--- config.mk ---
export PLATFORM = sky130hd
export DESIGN_NAME = adapter_command_responder_top
export DESIGN_NICKNAME = d
export VERILOG_FILES = /design/src/sv/acr_pkg.sv /design/src/sv/adapter_command_responder_top.sv /design/src/sv/acr_decode.sv
export SDC_FILE = /design/constraint.sdc
export NUM_CORES = 1
export LEC_CHECK = 0
export BUFFER_PORTS_ARGS = -buffer_cell sky130_fd_sc_hd__clkbuf_2
export CORE_AREA = 2 2 140 142
export DETAILED_ROUTE_END_ITERATION = 10
export DIE_AREA = 0 0 142 144
export PLACE_DENSITY_LB_ADDON = 0.2
export SYNTH_ARGS = -nofsm -noshare
export SYNTH_HDL_FRONTEND = slang
export SYNTH_SLANG_ARGS = --single-unit
--- constraint.sdc ---
create_clock -name clk -period 4.1 [get_ports clk]
set_clock_uncertainty 0.05 [all_clocks]
set_input_delay 0.41 -clock clk [delete_from_list [all_inputs] [get_ports clk]]
set_output_delay 0.41 -clock clk [all_outputs]
set_load 0.02 [all_outputs]
--- src/sv/acr_pkg.sv ---
// Shared types, command and reply codes, and helpers for the adapter command responder.
`default_nettype none

package acr_pkg;

    // Command bytes recognised in the idle phase.
    localparam logic [7:0] CMD_STATUS  = 8'h01;
    localparam logic [7:0] CMD_PING    = 8'h05;
    localparam logic [7:0] CMD_INIT    = 8'h1E;
    localparam logic [7:0] CMD_SETUP_A = 8'h81;
    localparam logic [7:0] CMD_SETUP_B = 8'h82;
    localparam logic [7:0] CMD_START   = 8'h83;
    localparam logic [7:0] CMD_PACKET  = 8'h84;
    localparam logic [7:0] CMD_CHANNEL = 8'h85;

    // Reply bytes sent back on the link.
    localparam logic [7:0] RPL_NO_CHAN  = 8'h9F;
    localparam logic [7:0] RPL_CHAN_OK  = 8'h1F;
    localparam logic [7:0] RPL_ACK      = 8'h10;
    localparam logic [7:0] RPL_DONE     = 8'hE1;
    localparam logic [7:0] RPL_CONFIRM  = 8'h06;
    localparam logic [7:0] RPL_FINISHED = 8'hE4;

    // Most results that one input item can cause.
    localparam int MAX_RESULTS = 3;

    // Protocol phase, one-hot.
    typedef enum logic [6:0] {
        PH_IDLE = 7'b0000001,
        PH_CH0  = 7'b0000010,
        PH_CH1  = 7'b0000100,
        PH_RQ0  = 7'b0001000,
        PH_RQ1  = 7'b0010000,
        PH_RQ2  = 7'b0100000,
        PH_RQ3  = 7'b1000000
    } phase_t;

    // One result item, less the fields shared by all results of an input.
    typedef struct packed {
        logic        tx_valid;
        logic [7:0]  tx_byte;
        logic        request_valid;
        logic [31:0] request_word;
    } res_t;

    // Responder state kept between input items.
    typedef struct packed {
        phase_t      phase;
        logic [15:0] channel;
        logic        channel_ok;
        logic [31:0] request_acc;
    } core_state_t;

    // The results caused by one input item, waiting to be sent.
    typedef struct packed {
        res_t [MAX_RESULTS-1:0] slot;
        logic [1:0]             count;
        logic [15:0]            channel;
        logic                   channel_ok;
    } burst_t;

    // A reply byte result.
    function automatic res_t tx_res(input logic [7:0] b);
        res_t r;
        r.tx_valid      = 1'b1;
        r.tx_byte       = b;
        r.request_valid = 1'b0;
        r.request_word  = 32'h0;
        return r;
    endfunction

    // A request word result.
    function automatic res_t req_res(input logic [31:0] w);
        res_t r;
        r.tx_valid      = 1'b0;
        r.tx_byte       = 8'h00;
        r.request_valid = 1'b1;
        r.request_word  = w;
        return r;
    endfunction

endpackage

`default_nettype wire

--- src/sv/adapter_command_responder_top.sv ---
// Top level of the adapter command responder: state, result buffer and channel handshakes.
//
//  Channel  Direction  Handshake            Payload
//  in       receive    in_valid / in_stall  rx_byte, rx_error
//  out      send       out_valid / out_stall tx_valid, tx_byte, request_valid, request_word,
//                                           channel_code, channel_ok, last
//
// An item is decoded in the cycle it is accepted; its zero to three results are held in a
// result buffer and leave one per cycle while the output does not stall, since the result
// buffer has a single output port.
// A new item is taken in the cycle the last buffered result leaves.
// Reset puts the phase to idle, clears the channel code and sets its valid flag.
// A stall on the output holds the current result and, once the buffer is busy, the input.
`default_nettype none

module adapter_command_responder_top (
    input  wire logic        clk,
    input  wire logic        rst_n,
    input  wire logic        in_valid,
    output logic             in_stall,
    input  wire logic [7:0]  rx_byte,
    input  wire logic        rx_error,
    output logic             out_valid,
    input  wire logic        out_stall,
    output logic             tx_valid,
    output logic [7:0]       tx_byte,
    output logic             request_valid,
    output logic [31:0]      request_word,
    output logic [15:0]      channel_code,
    output logic             channel_ok,
    output logic             last
);

    acr_pkg::core_state_t state_reg;
    acr_pkg::core_state_t state_next;
    acr_pkg::burst_t      burst_next;

    acr_pkg::res_t [acr_pkg::MAX_RESULTS-1:0] slot_reg;
    logic [1:0]                               count_reg;
    logic [1:0]                               idx_reg;
    logic [15:0]                              channel_reg;
    logic                                     channel_ok_reg;

    logic          take;
    logic          last_take;
    logic          accept;
    logic          is_last;
    acr_pkg::res_t cur_res;

    acr_decode u_decode (
        .cur      (state_reg),
        .rx_byte  (rx_byte),
        .rx_error (rx_error),
        .nxt      (state_next),
        .burst    (burst_next)
    );

    // Handshake decisions.
    always_comb
    begin
        out_valid = (count_reg != 2'd0);
        is_last   = (idx_reg == (count_reg - 2'd1));
        take      = out_valid && !out_stall;
        last_take = take && is_last;
        in_stall  = out_valid && !last_take;
        accept    = in_valid && !in_stall;
    end

    // Responder state.
    always_ff @(posedge clk or negedge rst_n)
    begin
        if (!rst_n)
        begin
            state_reg.phase       <= acr_pkg::PH_IDLE;
            state_reg.channel     <= 16'h0000;
            state_reg.channel_ok  <= 1'b1;
            state_reg.request_acc <= 32'h0;
        end
        else if (accept)
        begin
            state_reg <= state_next;
        end
    end

    // Result buffer control.
    always_ff @(posedge clk or negedge rst_n)
    begin
        if (!rst_n)
        begin
            count_reg <= 2'd0;
            idx_reg   <= 2'd0;
        end
        else if (accept)
        begin
            count_reg <= burst_next.count;
            idx_reg   <= 2'd0;
        end
        else if (last_take)
        begin
            count_reg <= 2'd0;
            idx_reg   <= 2'd0;
        end
        else if (take)
        begin
            idx_reg <= idx_reg + 2'd1;
        end
    end

    // Result buffer payload.
    always_ff @(posedge clk)
    begin
        if (accept)
        begin
            slot_reg       <= burst_next.slot;
            channel_reg    <= burst_next.channel;
            channel_ok_reg <= burst_next.channel_ok;
        end
    end

    // Present the current result item.
    always_comb
    begin
        cur_res       = slot_reg[idx_reg];
        tx_valid      = cur_res.tx_valid;
        tx_byte       = cur_res.tx_byte;
        request_valid = cur_res.request_valid;
        request_word  = cur_res.request_word;
        channel_code  = channel_reg;
        channel_ok    = channel_ok_reg;
        last          = is_last;
    end

endmodule

`default_nettype wire

--- src/sv/acr_decode.sv ---
// Next-state and result decoding for one received byte of the responder.
`default_nettype none

module acr_decode (
    input  wire acr_pkg::core_state_t cur,
    input  wire logic [7:0]      rx_byte,
    input  wire logic            rx_error,
    output acr_pkg::core_state_t nxt,
    output acr_pkg::burst_t      burst
);

    acr_pkg::res_t [acr_pkg::MAX_RESULTS-1:0] slot;
    logic [1:0]                               count;

    // Phase handling and reply selection.
    always_comb
    begin
        nxt   = cur;
        slot  = '0;
        count = 2'd0;
        case (cur.phase)
            acr_pkg::PH_CH0:
            begin
                if (rx_error)
                begin
                    nxt.channel    = 16'h0000;
                    nxt.channel_ok = 1'b0;
                    nxt.phase      = acr_pkg::PH_IDLE;
                end
                else
                begin
                    nxt.channel = {8'h00, rx_byte};
                    nxt.phase   = acr_pkg::PH_CH1;
                end
            end
            acr_pkg::PH_CH1:
            begin
                if (rx_error)
                begin
                    nxt.channel    = 16'h0000;
                    nxt.channel_ok = 1'b0;
                end
                else
                begin
                    nxt.channel    = {cur.channel[15:8] | rx_byte, cur.channel[7:0]};
                    nxt.channel_ok = 1'b1;
                    slot[0]        = acr_pkg::tx_res(acr_pkg::RPL_FINISHED);
                    count          = 2'd1;
                end
                nxt.phase = acr_pkg::PH_IDLE;
            end
            acr_pkg::PH_RQ0:
            begin
                if (rx_error)
                begin
                    nxt.request_acc = 32'h0;
                    nxt.phase       = acr_pkg::PH_IDLE;
                end
                else
                begin
                    nxt.request_acc = cur.request_acc | {24'h0, rx_byte};
                    nxt.phase       = acr_pkg::PH_RQ1;
                end
            end
            acr_pkg::PH_RQ1:
            begin
                if (rx_error)
                begin
                    nxt.request_acc = 32'h0;
                    nxt.phase       = acr_pkg::PH_IDLE;
                end
                else
                begin
                    nxt.request_acc = cur.request_acc | {16'h0, rx_byte, 8'h00};
                    nxt.phase       = acr_pkg::PH_RQ2;
                end
            end
            acr_pkg::PH_RQ2:
            begin
                if (rx_error)
                begin
                    nxt.request_acc = 32'h0;
                    nxt.phase       = acr_pkg::PH_IDLE;
                end
                else
                begin
                    nxt.request_acc = cur.request_acc | {8'h00, rx_byte, 16'h0};
                    nxt.phase       = acr_pkg::PH_RQ3;
                end
            end
            acr_pkg::PH_RQ3:
            begin
                if (!rx_error)
                begin
                    slot[0] = acr_pkg::tx_res(acr_pkg::RPL_FINISHED);
                    slot[1] = acr_pkg::req_res(cur.request_acc | {rx_byte, 24'h0});
                    count   = 2'd2;
                end
                nxt.request_acc = 32'h0;
                nxt.phase       = acr_pkg::PH_IDLE;
            end
            default:
            begin
                // Idle, and any code that is not a legal phase.
                nxt.phase = acr_pkg::PH_IDLE;
                if (!rx_error)
                begin
                    case (rx_byte)
                        acr_pkg::CMD_STATUS:
                        begin
                            slot[0] = acr_pkg::tx_res(cur.channel_ok ? acr_pkg::RPL_CHAN_OK
                                                                     : acr_pkg::RPL_NO_CHAN);
                            slot[1] = acr_pkg::tx_res(acr_pkg::RPL_ACK);
                            slot[2] = acr_pkg::tx_res(acr_pkg::RPL_DONE);
                            count   = 2'd3;
                        end
                        acr_pkg::CMD_PING:
                        begin
                            slot[0] = acr_pkg::tx_res(acr_pkg::RPL_FINISHED);
                            count   = 2'd1;
                        end
                        acr_pkg::CMD_INIT:
                        begin
                            slot[0] = acr_pkg::tx_res(acr_pkg::RPL_ACK);
                            slot[1] = acr_pkg::tx_res(acr_pkg::RPL_DONE);
                            count   = 2'd2;
                        end
                        acr_pkg::CMD_SETUP_A, acr_pkg::CMD_SETUP_B:
                        begin
                            slot[0] = acr_pkg::tx_res(acr_pkg::RPL_ACK);
                            slot[1] = acr_pkg::tx_res(acr_pkg::RPL_CONFIRM);
                            count   = 2'd2;
                        end
                        acr_pkg::CMD_START:
                        begin
                            slot[0] = acr_pkg::tx_res(acr_pkg::RPL_ACK);
                            slot[1] = acr_pkg::tx_res(acr_pkg::RPL_CONFIRM);
                            slot[2] = acr_pkg::tx_res(acr_pkg::RPL_FINISHED);
                            count   = 2'd3;
                        end
                        acr_pkg::CMD_PACKET:
                        begin
                            slot[0]         = acr_pkg::tx_res(acr_pkg::RPL_ACK);
                            slot[1]         = acr_pkg::tx_res(acr_pkg::RPL_CONFIRM);
                            count           = 2'd2;
                            nxt.request_acc = 32'h0;
                            nxt.phase       = acr_pkg::PH_RQ0;
                        end
                        acr_pkg::CMD_CHANNEL:
                        begin
                            slot[0]   = acr_pkg::tx_res(acr_pkg::RPL_ACK);
                            slot[1]   = acr_pkg::tx_res(acr_pkg::RPL_CONFIRM);
                            count     = 2'd2;
                            nxt.phase = acr_pkg::PH_CH0;
                        end
                        default:
                        begin
                            count = 2'd0;
                        end
                    endcase
                end
            end
        endcase
    end

    // The channel fields report the state after this item.
    always_comb
    begin
        burst.slot       = slot;
        burst.count      = count;
        burst.channel    = nxt.channel;
        burst.channel_ok = nxt.channel_ok;
    end

endmodule

`default_nettype wire

Word-level counts from Yosys, hierarchy flattened
Index checks and enable logic that the tools add are counted.

operators by class
  $lt $le $gt $ge = 1
  bitwise operators = 6
  $add $sub $neg = 2
  equal/unequal tests = 16
  reduce and logical (&&, ||, !) cells = 21
  muxes and demuxes = 37

operator list
  kind                                                                   number
  42-bit one-hot mux with 3 select lines                                 3
  42-bit one-hot mux with 2 select lines                                 2
  32-bit 2-to-1 mux                                                      5
  32-bit one-hot mux with 5 select lines                                 1
  42-bit binary-select mux with 2-bit select                             1
  42-bit 2-to-1 mux                                                      2
  84-bit 2-to-1 mux                                                      1
  75-bit 2-to-1 mux                                                      1
  8-bit equality test, second input constant                             5
  7-bit one-hot mux with 5 select lines                                  1
  17-bit one-hot mux with 2 select lines                                 1
  32-bit by 16-bit OR with 32-bit output                                 1
  32-bit by 24-bit OR with 32-bit output                                 1
  32-bit OR                                                              1
  32-bit by 8-bit OR with 32-bit output                                  1
  19-bit 2-to-1 mux                                                      1
  17-bit 2-to-1 mux                                                      1
  5-bit OR reduction                                                     3
  2-bit 2-to-1 mux                                                       7
  7-bit 2-to-1 mux                                                       2
  2-bit one-hot mux with 3 select lines                                  2
  8-bit by 1-bit equality test with 1-bit output, second input constant  1
  8-bit by 3-bit equality test with 1-bit output, second input constant  1
  8-bit by 5-bit equality test with 1-bit output, second input constant  1
  other kinds (28)                                                       37

storage, ports and cells
  output and inout port bits = 62
  register bits = 203

Longest topological paths before layout
  word-level depth = 8
  gate-level depth with buffers = 10
  gate-level depth less buffers = 7

Modules after synthesis
Synthesis repeated with hierarchy kept, for this count alone.

unflattened totals
  cells, all modules = 1,122
  area, all modules = 11,669.9 um^2

by module, submodules not included
  module                         area each (um^2)  times used  sequential area each (um^2)  cells an instance
  adapter_command_responder_top  9,240.1           1           5,798.1                      780
  acr_decode                     2,429.8           1           0.0                          342

Least setup slack after synthesis
Ideal clock, no wire load.

  path type = register to register
  start point = reg count_reg[0]
  end point = reg state_reg[33] (netlist bit)
  data required time = 3,929 ps
  clock period less this slack = 3,430 ps
  stages on the path, launching flop included = 8
  arrival time = 3,259 ps
  path slack = 670 ps
  path buffers = 0
  path through = dfrtp_1 -> inv_1 -> ha_1 -> xor2_2 -> a41oi_4 -> inv_1 -> nand2_2 -> a22o_1

on the way
  cells in the longest elaborated chain, start to end = 7
  elaborated cells between the ends (all ways) = 9
  those cells by class = 1 x add/sub; 1 x eq/ne; 7 x reduce/logical

RTL lines
  element                                                                                   RTL line                                                                  text
  from (decl)                                                                               adapter_command_responder_top.sv:39                                       logic [1:0] count_reg;
  from (signal assigned)                                                                    adapter_command_responder_top.sv:95                                       count_reg <= burst_next.count;
  2-bit by 1-bit subtractor with 2-bit output / 2-bit nonzero test (equally long branches)  adapter_command_responder_top.sv:62, adapter_command_responder_top.sv:61
  2-bit equality test / 1-bit logical AND (equally long branches)                           adapter_command_responder_top.sv:62, adapter_command_responder_top.sv:63
  1-bit logical AND                                                                         adapter_command_responder_top.sv:64                                       last_take = take && is_last;
  1-bit logical NOT                                                                         adapter_command_responder_top.sv:65                                       in_stall = out_valid && !last_take;
  1-bit logical AND *                                                                       adapter_command_responder_top.sv:65
  1-bit logical NOT *                                                                       adapter_command_responder_top.sv:66                                       accept = in_valid && !in_stall;
  1-bit logical AND *                                                                       adapter_command_responder_top.sv:66
  to (signal assigned)                                                                      adapter_command_responder_top.sv:81                                       state_reg <= state_next;
  to (decl)                                                                                 adapter_command_responder_top.sv:34                                       acr_pkg::core_state_t state_reg;

Every way passes the cells marked *; elsewhere a longest branch is shown, timed or not.
A chain may end at the register's enable or synchronous reset.

Final worst setup path
  start point = reg idx_reg[0]
  end point = out tx_byte[6]

on the way
  cells in the longest elaborated chain, start to end = 2

RTL lines
  element                                     RTL line                              text
  from (decl)                                 adapter_command_responder_top.sv:40   logic [1:0] idx_reg;
  from (signal assigned)                      adapter_command_responder_top.sv:105  idx_reg <= idx_reg + 2'd1;
  42-bit binary-select mux with 2-bit select  adapter_command_responder_top.sv:123  cur_res = slot_reg[idx_reg];
  42-bit 2-to-1 mux (not written as such)     adapter_command_responder_top.sv:123
  to (decl)                                   adapter_command_responder_top.sv:26   output logic [7:0] tx_byte,

No other way between the ends. The select of a mux whose other input is x is not followed.

==> reports/qor.txt <==
Post-DP Area -> 0.006080 mm2
Total track usage -> 13.76%
Worst Path Required -> 3.64 ns
Setup TNS Final -> 0 ns
Skew-Pair Late Insertion Delay -> 0.42 ns
Crit. End Element -> primary output
Die X -> 142 um
Critical path startpoint category -> flip-flop
Storage element area -> 0.003196 mm2
Wire length of the first global-routing pass -> 21340 um
Hold-fix buffers at CTS -> 0
DR vias -> 3845
Slew @ Worst Pin -> 1.062 ns
Crit path cell chain -> nor2b_2, nand2_1, o21ai_0, clkbuf_2
Die H -> 144 um
Post-CTS sizing -> 0
IO Count -> 75
FMAX -> 325.0 MHz
ANT nets after route -> 0
Overall routed net length -> 13060 um
Yosys reg bits -> 115
Vias in the first global route -> 3802
Maximum vdd drop -> 0.2502 mV
Final Cell Area -> 0.006638 mm2
Largest net degree at the start of global routing -> 53
Synth Area per Inst -> 11.38 um2
CP peak stage delay -> 0.94 ns
Most frequent cells in the layout -> clkbuf_2 (74), and2_1 (67), edfxtp_1 (63)
Cell Pwr Density -> 556.9 mW/mm2
Final Max Tran Viols -> 0
Mapped Area -> 0.005589 mm2
Initial drt markers -> 348
Final setup vio count -> 0
Final nets -> 560
Worst slew margin -> 28.87%
Congestion Overflow GR -> 0
Post-CTS setup buffer count -> 0
CTS Root Cell -> clkbuf_16
Reg2Reg Depth -> 7
R2R Setup Slk -> 1.13 ns
N_diodes -> 0
Setup CP Type -> flip-flop to primary output
Port Buffer Count -> 74
First-pass DRT Iterations -> 4
Top_reg_cell synth -> edfxtp_1
TritonCTS Buffers -> 17
Worst Path Max Fanout -> 37
CTS tree -> done
Die ar. -> 0.02045 mm2
Initial Util -> 29.29%
Tcrit/Tclk final -> 75.06%
Reg2Reg Launch Point -> count_reg[0]
Critical-path top delay cell -> nor2b_2
Final hold violation count -> 0
Core Box Area -> 0.01908 mm2
Outcome -> completed
Post-synth EDFFs -> 63
Yosys cell types -> 66
Placed wire-length estimate -> 8794 um
Via density -> 4.824
CP arrival -> 2.62 ns
Tmin final -> 3.077 ns
Hold WC Path Type -> input port to async pin
Clock sink total -> 115
Layout area overhead -> 18.76%
Clock tree buffer depth -> 2
Leakage -> 2.809 nW
Fillers -> 1862
Area occupied by multi-input gates -> 0.002125 mm2
H-tree levels -> 4
RePlAce Congestion -> 0.7967
Clk slew on worst S/H paths -> 0.06 ns
Fraction of layout cells with a size suffix above 1 -> 25.40%
Remaining DRCs -> 0
Worst Hold Slack -> 0.06429 ns
Most common cell after layout, fill and taps aside -> clkbuf_2
Ys async rst share -> 45.22%
Routed len/inst -> 16.39 um
Max Cap Viol -> 0
Post-layout util -> 34.79%
Post-synthesis sequential area ratio -> 57.17%
Rows -> 51
Max FFs per register -> 48
Post-synthesis cell count -> 491
RSZ-0062 raised after global routing -> false
Mapped Nets -> 505
FF-to-FF End -> state_reg[33]
YS warnings -> 0
Initial antenna violation count -> 0
[metal layers]
layer	share of wire (%)	track usage (%)	vias up
li1	-	-	1858
met1	47	17.94	1880
met2	47	21.99	93
met3	4.7	3.675	14
met4	1.6	5.211	0
met5	0	0	-
[worst max-delay path by stage]
stage               endpoint    startpoint  depth (start not counted)
6_report          tx_byte[6]    idx_reg[0]                          4
5_1_grt           tx_byte[5]    idx_reg[0]                          4
4_1_cts           tx_byte[6]    idx_reg[0]                          4
3_5_place_dp   state_reg[48]  count_reg[0]                          7
3_3_place_gp   state_reg[48]  count_reg[0]                          7
2_1_floorplan  state_reg[33]  count_reg[0]                          7
[cells by family (layout without fill, tap and decap cells)]
logic type	count (synthesis)	after routing	share of synthesized area, %
AO/OA/AOI/OAI	107	107	14.75
multiplexers	9	9	1.634
AND/OR/NAND/NOR	195	195	19.83
XOR/XNOR	8	8	1.522
buffers and inverters	56	124	4.858
flip-flops	115	115	57.17
adder cells (fa/ha/maj)	1	1	0.2238
[metrics by stage]
stage	worst slack [ns]	std cells	power (mW)
floorplan	0.6697	491	2.067
global placement	1.160	765	2.335
detailed placement	1.112	765	2.347
CTS	0.9174	797	3.749
global route	0.6614	797	3.880
finish	1.023	797	3.696
[synthesized netlist by cell type, types with 5 or more instances]
cell | n | area, um2
a21oi_1 | 20 | 100.1
mux2i_1 | 8 | 80.08
clkbuf_1 | 19 | 71.32
o21ai_0 | 12 | 60.06
buf_2 | 13 | 65.06
nand2_1 | 31 | 116.4
inv_1 | 14 | 52.55
nor4_2 | 5 | 62.56
and2_1 | 67 | 419.2
nor2_1 | 51 | 191.4
a22o_1 | 20 | 175.2
buf_6 | 5 | 56.30
edfxtp_1 | 63 | 1892
a31oi_1 | 26 | 162.7
xor2_1 | 5 | 43.79
nor2b_1 | 7 | 43.79
dfrtp_1 | 50 | 1251
[critical path, delay by kind of cell (launching register included)]
family	cells	cell delay, ns
AO/OA/AOI/OAI	1	0.17
buffers and inverters	1	0.22
AND/OR/NAND/NOR	2	1.16
flip-flops	1	0.64
[layout make-up]
type | count | share of cell area, %
Clock buffer | 19 | 6.824
Tap cell | 238 | 4.486
Sequential cell | 115 | 48.14
Multi-Input combinational cell | 320 | 32.01
Clock inverter | 13 | 1.583
Inverter | 15 | 0.8483
Timing Repair Buffer | 77 | 6.107
[report_power, final]
group	switching, mW	internal (mW)
logic	0.577	0.248
clock network	0.530	0.861
registers	0.0742	1.41
total	1.18	2.52
Power figures use the tool's default switching activity.
